`src/rtl/core/mrn_pkg.sv`:
```
package mrn_pkg;

    // fixed field widths
    localparam int CELL_W = 32;
    localparam int ADDR_W = 64;
    localparam int CAP_W  = 5;
    localparam int CELLS_W = 2;

    // parameter defaults
    localparam int MAX_REGIONS_DEF = 16;
    localparam int PAGE_SHIFT_DEF  = 12;

    // configuration register indexes
    localparam int CFG_IDX_W = 2;
    localparam int CFG_DATA_W = 5;
    localparam logic [CFG_IDX_W-1:0] REG_ADDR_CELLS = 2'd0;
    localparam logic [CFG_IDX_W-1:0] REG_SIZE_CELLS = 2'd1;
    localparam logic [CFG_IDX_W-1:0] REG_CAPACITY   = 2'd2;

    // legal cell counts
    localparam logic [CELLS_W-1:0] CELLS_ONE = 2'd1;
    localparam logic [CELLS_W-1:0] CELLS_TWO = 2'd2;

    // outcome codes
    localparam logic [1:0] OUTCOME_VALID    = 2'd0;
    localparam logic [1:0] OUTCOME_EMPTY    = 2'd1;
    localparam logic [1:0] OUTCOME_OVERFLOW = 2'd2;

    typedef struct packed {
        logic [CELL_W-1:0] base_upper_cell;
        logic [CELL_W-1:0] base_lower_cell;
        logic [CELL_W-1:0] size_upper_cell;
        logic [CELL_W-1:0] size_lower_cell;
        logic              final_range;
    } range_in_t;

    typedef struct packed {
        logic [ADDR_W-1:0] region_start;
        logic [ADDR_W-1:0] region_end;
        logic [1:0]        outcome;
        logic              last_region;
    } result_t;

    typedef struct packed {
        logic [ADDR_W-1:0] start_addr;
        logic [ADDR_W-1:0] end_addr;
    } region_t;

    typedef struct packed {
        logic    valid;
        logic    keep;
        region_t span;
    } prep_t;

endpackage

```
`src/rtl/core/mrn_region_ram.sv`:
```
module mrn_region_ram
    import mrn_pkg::*;
#(
    parameter int DEPTH = MAX_REGIONS_DEF,
    localparam int IDX_W = (DEPTH > 1) ? $clog2(DEPTH) : 1
)
(
    input  logic             clk,
    input  logic             wr_en,
    input  logic [IDX_W-1:0] wr_addr,
    input  region_t          wr_data,
    input  logic             rd_en,
    input  logic [IDX_W-1:0] rd_addr,
    output region_t          rd_data
);

    region_t mem [DEPTH];

    always_ff @(posedge clk)
    begin
        if (wr_en)
        begin
            mem[wr_addr] <= wr_data;
        end
    end

    always_ff @(posedge clk)
    begin
        if (rd_en)
        begin
            rd_data <= mem[rd_addr];
        end
    end

endmodule

```
`src/rtl/core/mrn_range_prep.sv`:
```
module mrn_range_prep
    import mrn_pkg::*;
#(
    parameter int PAGE_SHIFT = PAGE_SHIFT_DEF
)
(
    input  logic               clk,
    input  logic               rst_n,
    input  logic               load,
    input  range_in_t          item,
    input  logic [CELLS_W-1:0] addr_cells,
    input  logic [CELLS_W-1:0] len_cells,
    output prep_t              prep
);

    localparam logic [ADDR_W-1:0] LOW_MASK = (ADDR_W'(1) << PAGE_SHIFT) - ADDR_W'(1);

    logic [ADDR_W-1:0] base_c;
    logic [ADDR_W-1:0] size_c;
    logic [ADDR_W:0]   sum_c;
    logic              ok_c;
    logic [ADDR_W-1:0] rounded_c;
    logic [ADDR_W-1:0] trunc_c;

    logic              v1_reg;
    logic [ADDR_W-1:0] base_reg;
    logic [ADDR_W-1:0] top_reg;
    logic              ok1_reg;
    logic              valid_reg;
    logic              keep_reg;
    region_t           span_reg;

    // stage 1: join cells, form top, screen out bad ranges
    always_comb
    begin
        base_c = (addr_cells == CELLS_TWO) ? {item.base_upper_cell, item.base_lower_cell}
                                           : {CELL_W'(0), item.base_lower_cell};
        size_c = (len_cells == CELLS_TWO) ? {item.size_upper_cell, item.size_lower_cell}
                                          : {CELL_W'(0), item.size_lower_cell};
        sum_c  = {1'b0, base_c} + {1'b0, size_c};
        ok_c   = (size_c != '0) && !sum_c[ADDR_W] && (base_c <= ~LOW_MASK);
    end

    // stage 2: page rounding
    always_comb
    begin
        rounded_c = (base_reg + LOW_MASK) & ~LOW_MASK;
        trunc_c   = top_reg & ~LOW_MASK;
    end

    always_ff @(posedge clk or negedge rst_n)
    begin
        if (!rst_n)
        begin
            v1_reg    <= 1'b0;
            valid_reg <= 1'b0;
        end
        else
        begin
            v1_reg    <= load;
            valid_reg <= v1_reg;
        end
    end

    always_ff @(posedge clk)
    begin
        if (load)
        begin
            base_reg <= base_c;
            top_reg  <= sum_c[ADDR_W-1:0];
            ok1_reg  <= ok_c;
        end
        if (v1_reg)
        begin
            keep_reg            <= ok1_reg && (rounded_c < trunc_c);
            span_reg.start_addr <= rounded_c;
            span_reg.end_addr   <= trunc_c;
        end
    end

    assign prep.valid = valid_reg;
    assign prep.keep  = keep_reg;
    assign prep.span  = span_reg;

endmodule

```
`src/rtl/core/memory_region_normalizer_core.sv`:
```
// channel   | signals                         | handshake
// ----------+---------------------------------+-------------------------------------
// input     | start, busy, item               | word taken when start high, busy low
// result    | done, result                    | word valid for the one cycle done high
// config    | cfg_we, cfg_index, cfg_data     | register written when cfg_we high
//
// a word that stores nothing or lands in an empty store keeps busy high through two prep
// stages and the wrap-up step; an insert into a non-empty store moves stored entries up from
// the top until the new range fits, with ram read data registered; a final word then walks
// every stored entry to merge them; results come on done at most one per cycle, an error
// word and the last word in the cycle that busy drops; rst_n clears control state, sets two
// cells and capacity 16; the receiver cannot stall
module memory_region_normalizer_core
    import mrn_pkg::*;
#(
    parameter int MAX_REGIONS = MAX_REGIONS_DEF,
    parameter int PAGE_SHIFT  = PAGE_SHIFT_DEF
)
(
    input  logic                  clk,
    input  logic                  rst_n,
    input  logic                  start,
    output logic                  busy,
    input  range_in_t             item,
    output logic                  done,
    output result_t               result,
    input  logic                  cfg_we,
    input  logic [CFG_IDX_W-1:0]  cfg_index,
    input  logic [CFG_DATA_W-1:0] cfg_data
);

    localparam int IDX_W = (MAX_REGIONS > 1) ? $clog2(MAX_REGIONS) : 1;
    localparam int CNT_W = $clog2(MAX_REGIONS + 1);
    localparam int CMP_W = (CNT_W > CAP_W) ? CNT_W : CAP_W;

    // sequencer states
    localparam logic [2:0] S_IDLE   = 3'd0;
    localparam logic [2:0] S_PREP   = 3'd1;
    localparam logic [2:0] S_SHIFT  = 3'd2;
    localparam logic [2:0] S_PLACE  = 3'd3;
    localparam logic [2:0] S_WRAP   = 3'd4;
    localparam logic [2:0] S_MFIRST = 3'd5;
    localparam logic [2:0] S_MERGE  = 3'd6;
    localparam logic [2:0] S_MLAST  = 3'd7;

    // configuration registers
    logic [CELLS_W-1:0] addr_cells_reg;
    logic [CELLS_W-1:0] len_cells_reg;
    logic [CAP_W-1:0]   capacity_reg;

    // sequencer and list state
    logic [2:0]       state_reg, state_next;
    logic [CNT_W-1:0] count_reg, count_next;
    logic [CNT_W-1:0] ptr_reg, ptr_next;
    logic             overflow_reg, overflow_next;
    logic             final_reg;
    logic [ADDR_W-1:0] cs_reg, cs_next;
    logic [ADDR_W-1:0] ce_reg, ce_next;
    logic             done_reg, done_next;
    result_t          result_reg, result_next;

    // ram port signals
    logic             wr_en;
    logic [IDX_W-1:0] wr_addr;
    region_t          wr_data;
    logic             rd_en;
    logic [IDX_W-1:0] rd_addr;
    region_t          rd_data;

    prep_t prep;

    logic             accept;
    logic             cfg_ok;
    logic             count_full;
    logic             take;
    logic [CNT_W-1:0] ptr_m1, ptr_m2, ptr_p1, count_m1;

    assign accept = start && !busy;
    assign busy   = (state_reg != S_IDLE);
    assign done   = done_reg;
    assign result = result_reg;

    // configuration write port
    always_ff @(posedge clk or negedge rst_n)
    begin
        if (!rst_n)
        begin
            addr_cells_reg <= CELLS_TWO;
            len_cells_reg  <= CELLS_TWO;
            capacity_reg   <= CAP_W'(16);
        end
        else if (cfg_we)
        begin
            case (cfg_index)
                REG_ADDR_CELLS: addr_cells_reg <= cfg_data[CELLS_W-1:0];
                REG_SIZE_CELLS: len_cells_reg  <= cfg_data[CELLS_W-1:0];
                REG_CAPACITY:   capacity_reg   <= cfg_data[CAP_W-1:0];
                default:        ;
            endcase
        end
    end

    // cell counts must be one or two, capacity non-zero
    assign cfg_ok = ((addr_cells_reg == CELLS_ONE) || (addr_cells_reg == CELLS_TWO)) &&
                    ((len_cells_reg == CELLS_ONE) || (len_cells_reg == CELLS_TWO)) &&
                    (capacity_reg != '0);

    // effective capacity is the smaller of the register and the ram depth
    assign count_full = (count_reg == CNT_W'(MAX_REGIONS)) ||
                        (CMP_W'(count_reg) >= CMP_W'(capacity_reg));

    // a fresh range that survived prep and may go into the store
    assign take = prep.valid && prep.keep && cfg_ok && !overflow_reg;

    assign ptr_m1   = ptr_reg - CNT_W'(1);
    assign ptr_m2   = ptr_reg - CNT_W'(2);
    assign ptr_p1   = ptr_reg + CNT_W'(1);
    assign count_m1 = count_reg - CNT_W'(1);

    mrn_range_prep #(
        .PAGE_SHIFT (PAGE_SHIFT)
    ) u_prep (
        .clk        (clk),
        .rst_n      (rst_n),
        .load       (accept),
        .item       (item),
        .addr_cells (addr_cells_reg),
        .len_cells  (len_cells_reg),
        .prep       (prep)
    );

    mrn_region_ram #(
        .DEPTH (MAX_REGIONS)
    ) u_ram (
        .clk     (clk),
        .wr_en   (wr_en),
        .wr_addr (wr_addr),
        .wr_data (wr_data),
        .rd_en   (rd_en),
        .rd_addr (rd_addr),
        .rd_data (rd_data)
    );

    // sequencer: sorted insert by shifting entries up, then merge walk on the final word
    always_comb
    begin
        state_next    = state_reg;
        count_next    = count_reg;
        ptr_next      = ptr_reg;
        overflow_next = overflow_reg;
        cs_next       = cs_reg;
        ce_next       = ce_reg;
        done_next     = 1'b0;
        result_next   = result_reg;
        wr_en         = 1'b0;
        wr_addr       = ptr_reg[IDX_W-1:0];
        wr_data       = prep.span;
        rd_en         = 1'b0;
        rd_addr       = ptr_m1[IDX_W-1:0];

        case (state_reg)
            S_IDLE:
            begin
                if (accept)
                begin
                    state_next = S_PREP;
                end
            end

            S_PREP:
            begin
                if (prep.valid)
                begin
                    state_next = S_WRAP;
                    if (take && count_full)
                    begin
                        overflow_next = 1'b1;
                    end
                    else if (take && (count_reg == '0))
                    begin
                        // empty store: straight into entry zero
                        wr_en      = 1'b1;
                        wr_addr    = '0;
                        count_next = count_reg + CNT_W'(1);
                    end
                    else if (take)
                    begin
                        // fetch the top entry, walk downwards from there
                        rd_en      = 1'b1;
                        rd_addr    = count_m1[IDX_W-1:0];
                        ptr_next   = count_reg;
                        state_next = S_SHIFT;
                    end
                end
            end

            S_SHIFT:
            begin
                // rd_data holds entry ptr-1
                if (rd_data.start_addr > prep.span.start_addr)
                begin
                    wr_en    = 1'b1;
                    wr_data  = rd_data;
                    ptr_next = ptr_m1;
                    if (ptr_reg == CNT_W'(1))
                    begin
                        state_next = S_PLACE;
                    end
                    else
                    begin
                        rd_en   = 1'b1;
                        rd_addr = ptr_m2[IDX_W-1:0];
                    end
                end
                else
                begin
                    // equal starts stay ahead of the new range
                    wr_en      = 1'b1;
                    count_next = count_reg + CNT_W'(1);
                    state_next = S_WRAP;
                end
            end

            S_PLACE:
            begin
                wr_en      = 1'b1;
                count_next = count_reg + CNT_W'(1);
                state_next = S_WRAP;
            end

            S_WRAP:
            begin
                if (!final_reg)
                begin
                    state_next = S_IDLE;
                end
                else if (!cfg_ok || overflow_reg || (count_reg == '0))
                begin
                    done_next                = 1'b1;
                    result_next.region_start = '0;
                    result_next.region_end   = '0;
                    result_next.outcome      = (cfg_ok && overflow_reg) ? OUTCOME_OVERFLOW
                                                                        : OUTCOME_EMPTY;
                    result_next.last_region  = 1'b1;
                    count_next               = '0;
                    overflow_next            = 1'b0;
                    state_next               = S_IDLE;
                end
                else
                begin
                    rd_en      = 1'b1;
                    rd_addr    = '0;
                    ptr_next   = CNT_W'(1);
                    state_next = S_MFIRST;
                end
            end

            S_MFIRST:
            begin
                cs_next = rd_data.start_addr;
                ce_next = rd_data.end_addr;
                if (count_reg == CNT_W'(1))
                begin
                    state_next = S_MLAST;
                end
                else
                begin
                    rd_en      = 1'b1;
                    rd_addr    = ptr_reg[IDX_W-1:0];
                    state_next = S_MERGE;
                end
            end

            S_MERGE:
            begin
                // rd_data holds entry ptr
                if (rd_data.start_addr <= ce_reg)
                begin
                    if (rd_data.end_addr > ce_reg)
                    begin
                        ce_next = rd_data.end_addr;
                    end
                end
                else
                begin
                    done_next                = 1'b1;
                    result_next.region_start = cs_reg;
                    result_next.region_end   = ce_reg;
                    result_next.outcome      = OUTCOME_VALID;
                    result_next.last_region  = 1'b0;
                    cs_next                  = rd_data.start_addr;
                    ce_next                  = rd_data.end_addr;
                end
                if (ptr_reg == count_m1)
                begin
                    state_next = S_MLAST;
                end
                else
                begin
                    rd_en    = 1'b1;
                    rd_addr  = ptr_p1[IDX_W-1:0];
                    ptr_next = ptr_p1;
                end
            end

            S_MLAST:
            begin
                done_next                = 1'b1;
                result_next.region_start = cs_reg;
                result_next.region_end   = ce_reg;
                result_next.outcome      = OUTCOME_VALID;
                result_next.last_region  = 1'b1;
                count_next               = '0;
                overflow_next            = 1'b0;
                state_next               = S_IDLE;
            end

            default:
            begin
                state_next = S_IDLE;
            end
        endcase
    end

    always_ff @(posedge clk or negedge rst_n)
    begin
        if (!rst_n)
        begin
            state_reg    <= S_IDLE;
            count_reg    <= '0;
            overflow_reg <= 1'b0;
            done_reg     <= 1'b0;
        end
        else
        begin
            state_reg    <= state_next;
            count_reg    <= count_next;
            overflow_reg <= overflow_next;
            done_reg     <= done_next;
        end
    end

    // payload registers
    always_ff @(posedge clk)
    begin
        if (accept)
        begin
            final_reg <= item.final_range;
        end
        ptr_reg    <= ptr_next;
        cs_reg     <= cs_next;
        ce_reg     <= ce_next;
        result_reg <= result_next;
    end

    // the list ends with the block idle again
    a_last_idle: assert property (@(posedge clk) disable iff (!rst_n)
        done && result.last_region |-> !busy)
        else $error("last word of a list while still busy");

    // error words always close the list
    a_error_last: assert property (@(posedge clk) disable iff (!rst_n)
        done && (result.outcome != OUTCOME_VALID) |-> result.last_region)
        else $error("error word not marked last");

    // stored count never passes the ram depth
    a_count_bound: assert property (@(posedge clk) disable iff (!rst_n)
        count_reg <= CNT_W'(MAX_REGIONS))
        else $error("stored count beyond ram depth");

    // overflow only once the store is full, and the store then stays put
    a_overflow_full: assert property (@(posedge clk) disable iff (!rst_n)
        overflow_reg |-> count_full)
        else $error("overflow flagged with room left");

    // no ram write outside an insert
    a_write_busy: assert property (@(posedge clk) disable iff (!rst_n)
        wr_en |-> (state_reg == S_PREP) || (state_reg == S_SHIFT) || (state_reg == S_PLACE))
        else $error("ram written outside insert");

endmodule

```
`config.mk`:
```
export PLATFORM = sky130hd
export DESIGN_NAME = memory_region_normalizer_core
export DESIGN_NICKNAME = d
export VERILOG_FILES = /design/src/rtl/core/mrn_pkg.sv /design/src/rtl/core/mrn_region_ram.sv /design/src/rtl/core/mrn_range_prep.sv /design/src/rtl/core/memory_region_normalizer_core.sv
export SDC_FILE = /design/constraint.sdc
export NUM_CORES = 2
export LEC_CHECK = 0
export BUFFER_PORTS_ARGS = -buffer_cell sky130_fd_sc_hd__buf_2
export CORE_UTILIZATION = 39
export CTS_CLUSTER_DIAMETER = 30
export DETAILED_ROUTE_END_ITERATION = 8
export PLACE_DENSITY = 0.56
export SLEW_MARGIN = 25
export SYNTH_ARGS = -nofsm -noshare
export SYNTH_HDL_FRONTEND = slang
export SYNTH_HIERARCHICAL = 1
export SYNTH_SLANG_ARGS = --single-unit
```
`constraint.sdc`:
```
create_clock -name clk -period 29 [get_ports clk]
set_clock_uncertainty 0.15 [all_clocks]
set_input_delay 5.8 -clock clk [delete_from_list [all_inputs] [get_ports clk]]
set_output_delay 5.8 -clock clk [all_outputs]
set_load 0.05 [all_outputs]
```
==> impl_metrics.tcl <==
set metrics [dict create \
    post_cts_resize_count 0 \
    hp-start "u_prep/top_reg[52]" \
    ios 273 \
    start_util 0.393 \
    cp-start-kind "flip-flop" \
    cts_root_buf "clkbuf_16" \
    track_usage 0.227 \
    routed_wl_um 327000 \
    r2r_slack_ns 19.65 \
    grt_pass1_wl_um 459000 \
    cts_tree "done" \
    rows 194 \
    drt_pass1_iterations 6 \
    viasPerCell 5.66 \
    period_minus_slack_ns 9.35 \
    grt_overflow 0 \
    critPathKind "reg -> reg" \
    largest_register_ffs 2048 \
    gp_congestion 0.884 \
    p_leak_nw 47.1 \
    ys_types 83 \
    synthAdderAreaFrac 0.0365 \
    synthCells 5986 \
    cts_buffers 541 \
    r2r-end "u_ram/rd_data[7]" \
    min_to "u_prep/prep[52]" \
    hold_depth 0 \
    synthesis.area_um2 110000 \
    drtAntennaViolNets 0 \
    setup_viol 0 \
    arrival_ns 9.90 \
    setup_tns_ns 0 \
    postCtsSetupRepairBufs 0 \
    grt_max_degree 140 \
    required_ns 29.55 \
    die_w_um 533 \
    placed_cell_area_um2 116000 \
    holdCritPathClass "reg -> reg" \
    rsz0062_at_grt "false" \
    synth_compound_area_frac 0.0474 \
    path_common_cell "buf_4" \
    layout_setup_ws_ns 19.65 \
    drive_above_1_share 0.269 \
    end_kind "flip-flop" \
    fmax_ghz 0.107 \
    portBuffers 272 \
    fp.dieArea_um2 285000 \
    multi_input_area_um2 28000 \
    drv_slew 0 \
    finalHoldViolCount 0 \
    yosysSeqAreaShare 0.731 \
    synth_mux_area_frac 0.113 \
    reg2reg_from "u_ram/rd_data[123]" \
    max_cap_viol_count 0 \
    synth_top_flop_cell "edfxtp_1" \
    synth_edf_count 2663 \
    dp_hpwl_um 194000 \
    grt_pass1_vias 62000 \
    ys.warnings.count 6 \
    ir_worst_vdd_mv 0.138 \
    place_ws_ns 19.45 \
    maxSlewHeadroom 0.222 \
    fp.dieH_um 533 \
    p_per_area_nw_per_um2 134 \
    htreeDepth 6 \
    worst_slew_pin_slew_ns 1.16 \
    final_nets 7126 \
    avgSynthCellArea_um2 18.4 \
    yosys.area_share.simple 0.0432 \
    cts_max_path_buffers 4 \
    critPathMaxFanout 46 \
    fin_area_um2 135000 \
    area_growth_pct 22.6 \
    outcome "finished, final reports clean" \
    clk_latency_ns 1.01 \
    path_cells "ha_1, nand4_1, or4_1, or3_4, o221ai_1, a221oi_2, a21oi_4, nand2_1, a2bb2oi_4, buf_4, buf_4, buf_4, buf_4, buf_4, mux4_2, nor2b_1, a211oi_1, a21oi_1" \
    ys_async_sr_fraction 0.00782 \
    vias 61400 \
    first_iter_violations 6931 \
    ff2ff_path_depth 18 \
    drc 0 \
    regArea_um2 80500 \
    wl_per_cell_um 30.2 \
    clkSinkCount 2684 \
    synth_top_family_by_area "multiplexers" \
    slowest_stage "buf_4" \
    fill_cells 23300 \
    antenna_found_initial 48 \
    core_area_um2 280000 \
    postCtsHoldBufs 0 \
    period_share 0.322 \
    synth_xor_xnor_area_share 0.00859 \
    path_clk_slew_ns 0.05 \
    slowest_delay_ns 0.82 \
    synth_seq_cells 2684 \
]
stage by stage:
stage	power [W]	util	cells	hold WS [ns]
after floorplan	0.00977	-	6009	0.276
after global placement	0.0119	0.415	9841	0.296
after detailed placement	0.0119	0.416	9846	0.304
after CTS	0.0182	0.482	10800	0.309
after global routing	0.0188	0.482	10800	0.315
final	0.0181	0.482	10800	0.307
area by class of cell:
type | count | share of cell area
sequential | 2684 | 0.596
inverter | 221 | 0.00614
multi-input combinational | 2824 | 0.207
antenna | 8 | 0.000148
clock buffer | 616 | 0.103
tap | 3724 | 0.0345
timing repair buffer | 393 | 0.0184
clock inverter | 366 | 0.0340
Yosys cell counts (35+ instances only):
cell type / count / area [um^2]
and3_1: 85 / 532
a211oi_1: 35 / 263
a22oi_1: 220 / 1650
nand3_1: 58 / 290
a21oi_1: 170 / 851
clkbuf_1: 142 / 533
xnor2_1: 65 / 569
nand2_1: 306 / 1150
nor2_1: 149 / 559
inv_1: 220 / 826
o21ai_1: 59 / 295
buf_4: 47 / 353
mux4_2: 476 / 10700
nor4_1: 42 / 263
nand4_1: 85 / 532
mux2i_1: 87 / 871
ha_1: 321 / 4020
mux2_2: 75 / 845
o21ai_0: 86 / 430
and2_1: 72 / 450
buf_2: 62 / 310
a21o_1: 65 / 488
xor2_1: 43 / 377
edfxtp_1: 2663 / 80000
routing by layer:
| metal | vias to the layer above | GRT usage | routed length (um) |
|---|---|---|---|
| li1 | 25700 | - | - |
| met1 | 32300 | 0.316 | 137000 |
| met2 | 2821 | 0.361 | 154000 |
| met3 | 491 | 0.0423 | 26800 |
| met4 | 10 | 0.0707 | 8830 |
| met5 | - | 0 | 74 |
logic make-up (layout without fill, tap and decap cells):
group,Yosys count,after routing
adders and majority gates,321,321
muxes,638,638
AOI/OAI and AO/OA,793,793
other,1,32
buffers and inverters,501,1596
xor gates and xnor gates,108,108
and+or+nand+nor,940,940
DFF,2684,2684
worst max path at each step:
stage,start,endpoint,slack (ns),cells after the start
after CTS,u_ram/rd_data[123],u_ram/rd_data[7],19.43,18
final,u_ram/rd_data[123],u_ram/rd_data[7],19.65,18
after detailed placement,u_ram/rd_data[110],u_ram/rd_data[7],19.45,17
after global placement,u_ram/rd_data[123],u_ram/rd_data[7],19.41,18
after floorplan,count_reg[0],u_ram/mem[0][0],17.09,9
after global routing,u_ram/rd_data[110],u_ram/rd_data[7],19.03,18
cell usage in the layout (no fill, tap or decap), drive strengths merged, types with 43 or more instances in the layout:
master    count
clkinvlp     56
inv         255
xor2         43
clkbuf      616
bufinv       61
buf         393
nand4        87
nor4         43
clkinv      215
ha          321
nor2        151
a21oi       175
mux4        476
and2         75
nand2       306
o21ai       146
and3         85
edfxtp     2663
a22oi       220
nand3        58
mux2i        87
a21o         65
mux2         75
xnor2        65
worst max-delay path, delay by kind of cell (launching register included):
family | cells | cell delay (ns)
AO/OA/AOI/OAI | 6 | 1.92
adder cells (fa/ha/maj) | 1 | 0.44
buffers and inverters | 5 | 3.72
flip-flops | 1 | 0.63
multiplexers | 1 | 0.58
AND/OR/NAND/NOR | 5 | 1.47
where the power goes:
| group | internal, W | switching, W | total (W) |
|---|---|---|---|
| sequential | 0.00531 | 0.000418 | 0.00573 |
| combinational | 0.00225 | 0.00391 | 0.00615 |
| clock | 0.00405 | 0.00216 | 0.00621 |
| total | 0.0116 | 0.00648 | 0.0181 |
Power figures use the tool's default switching activity.
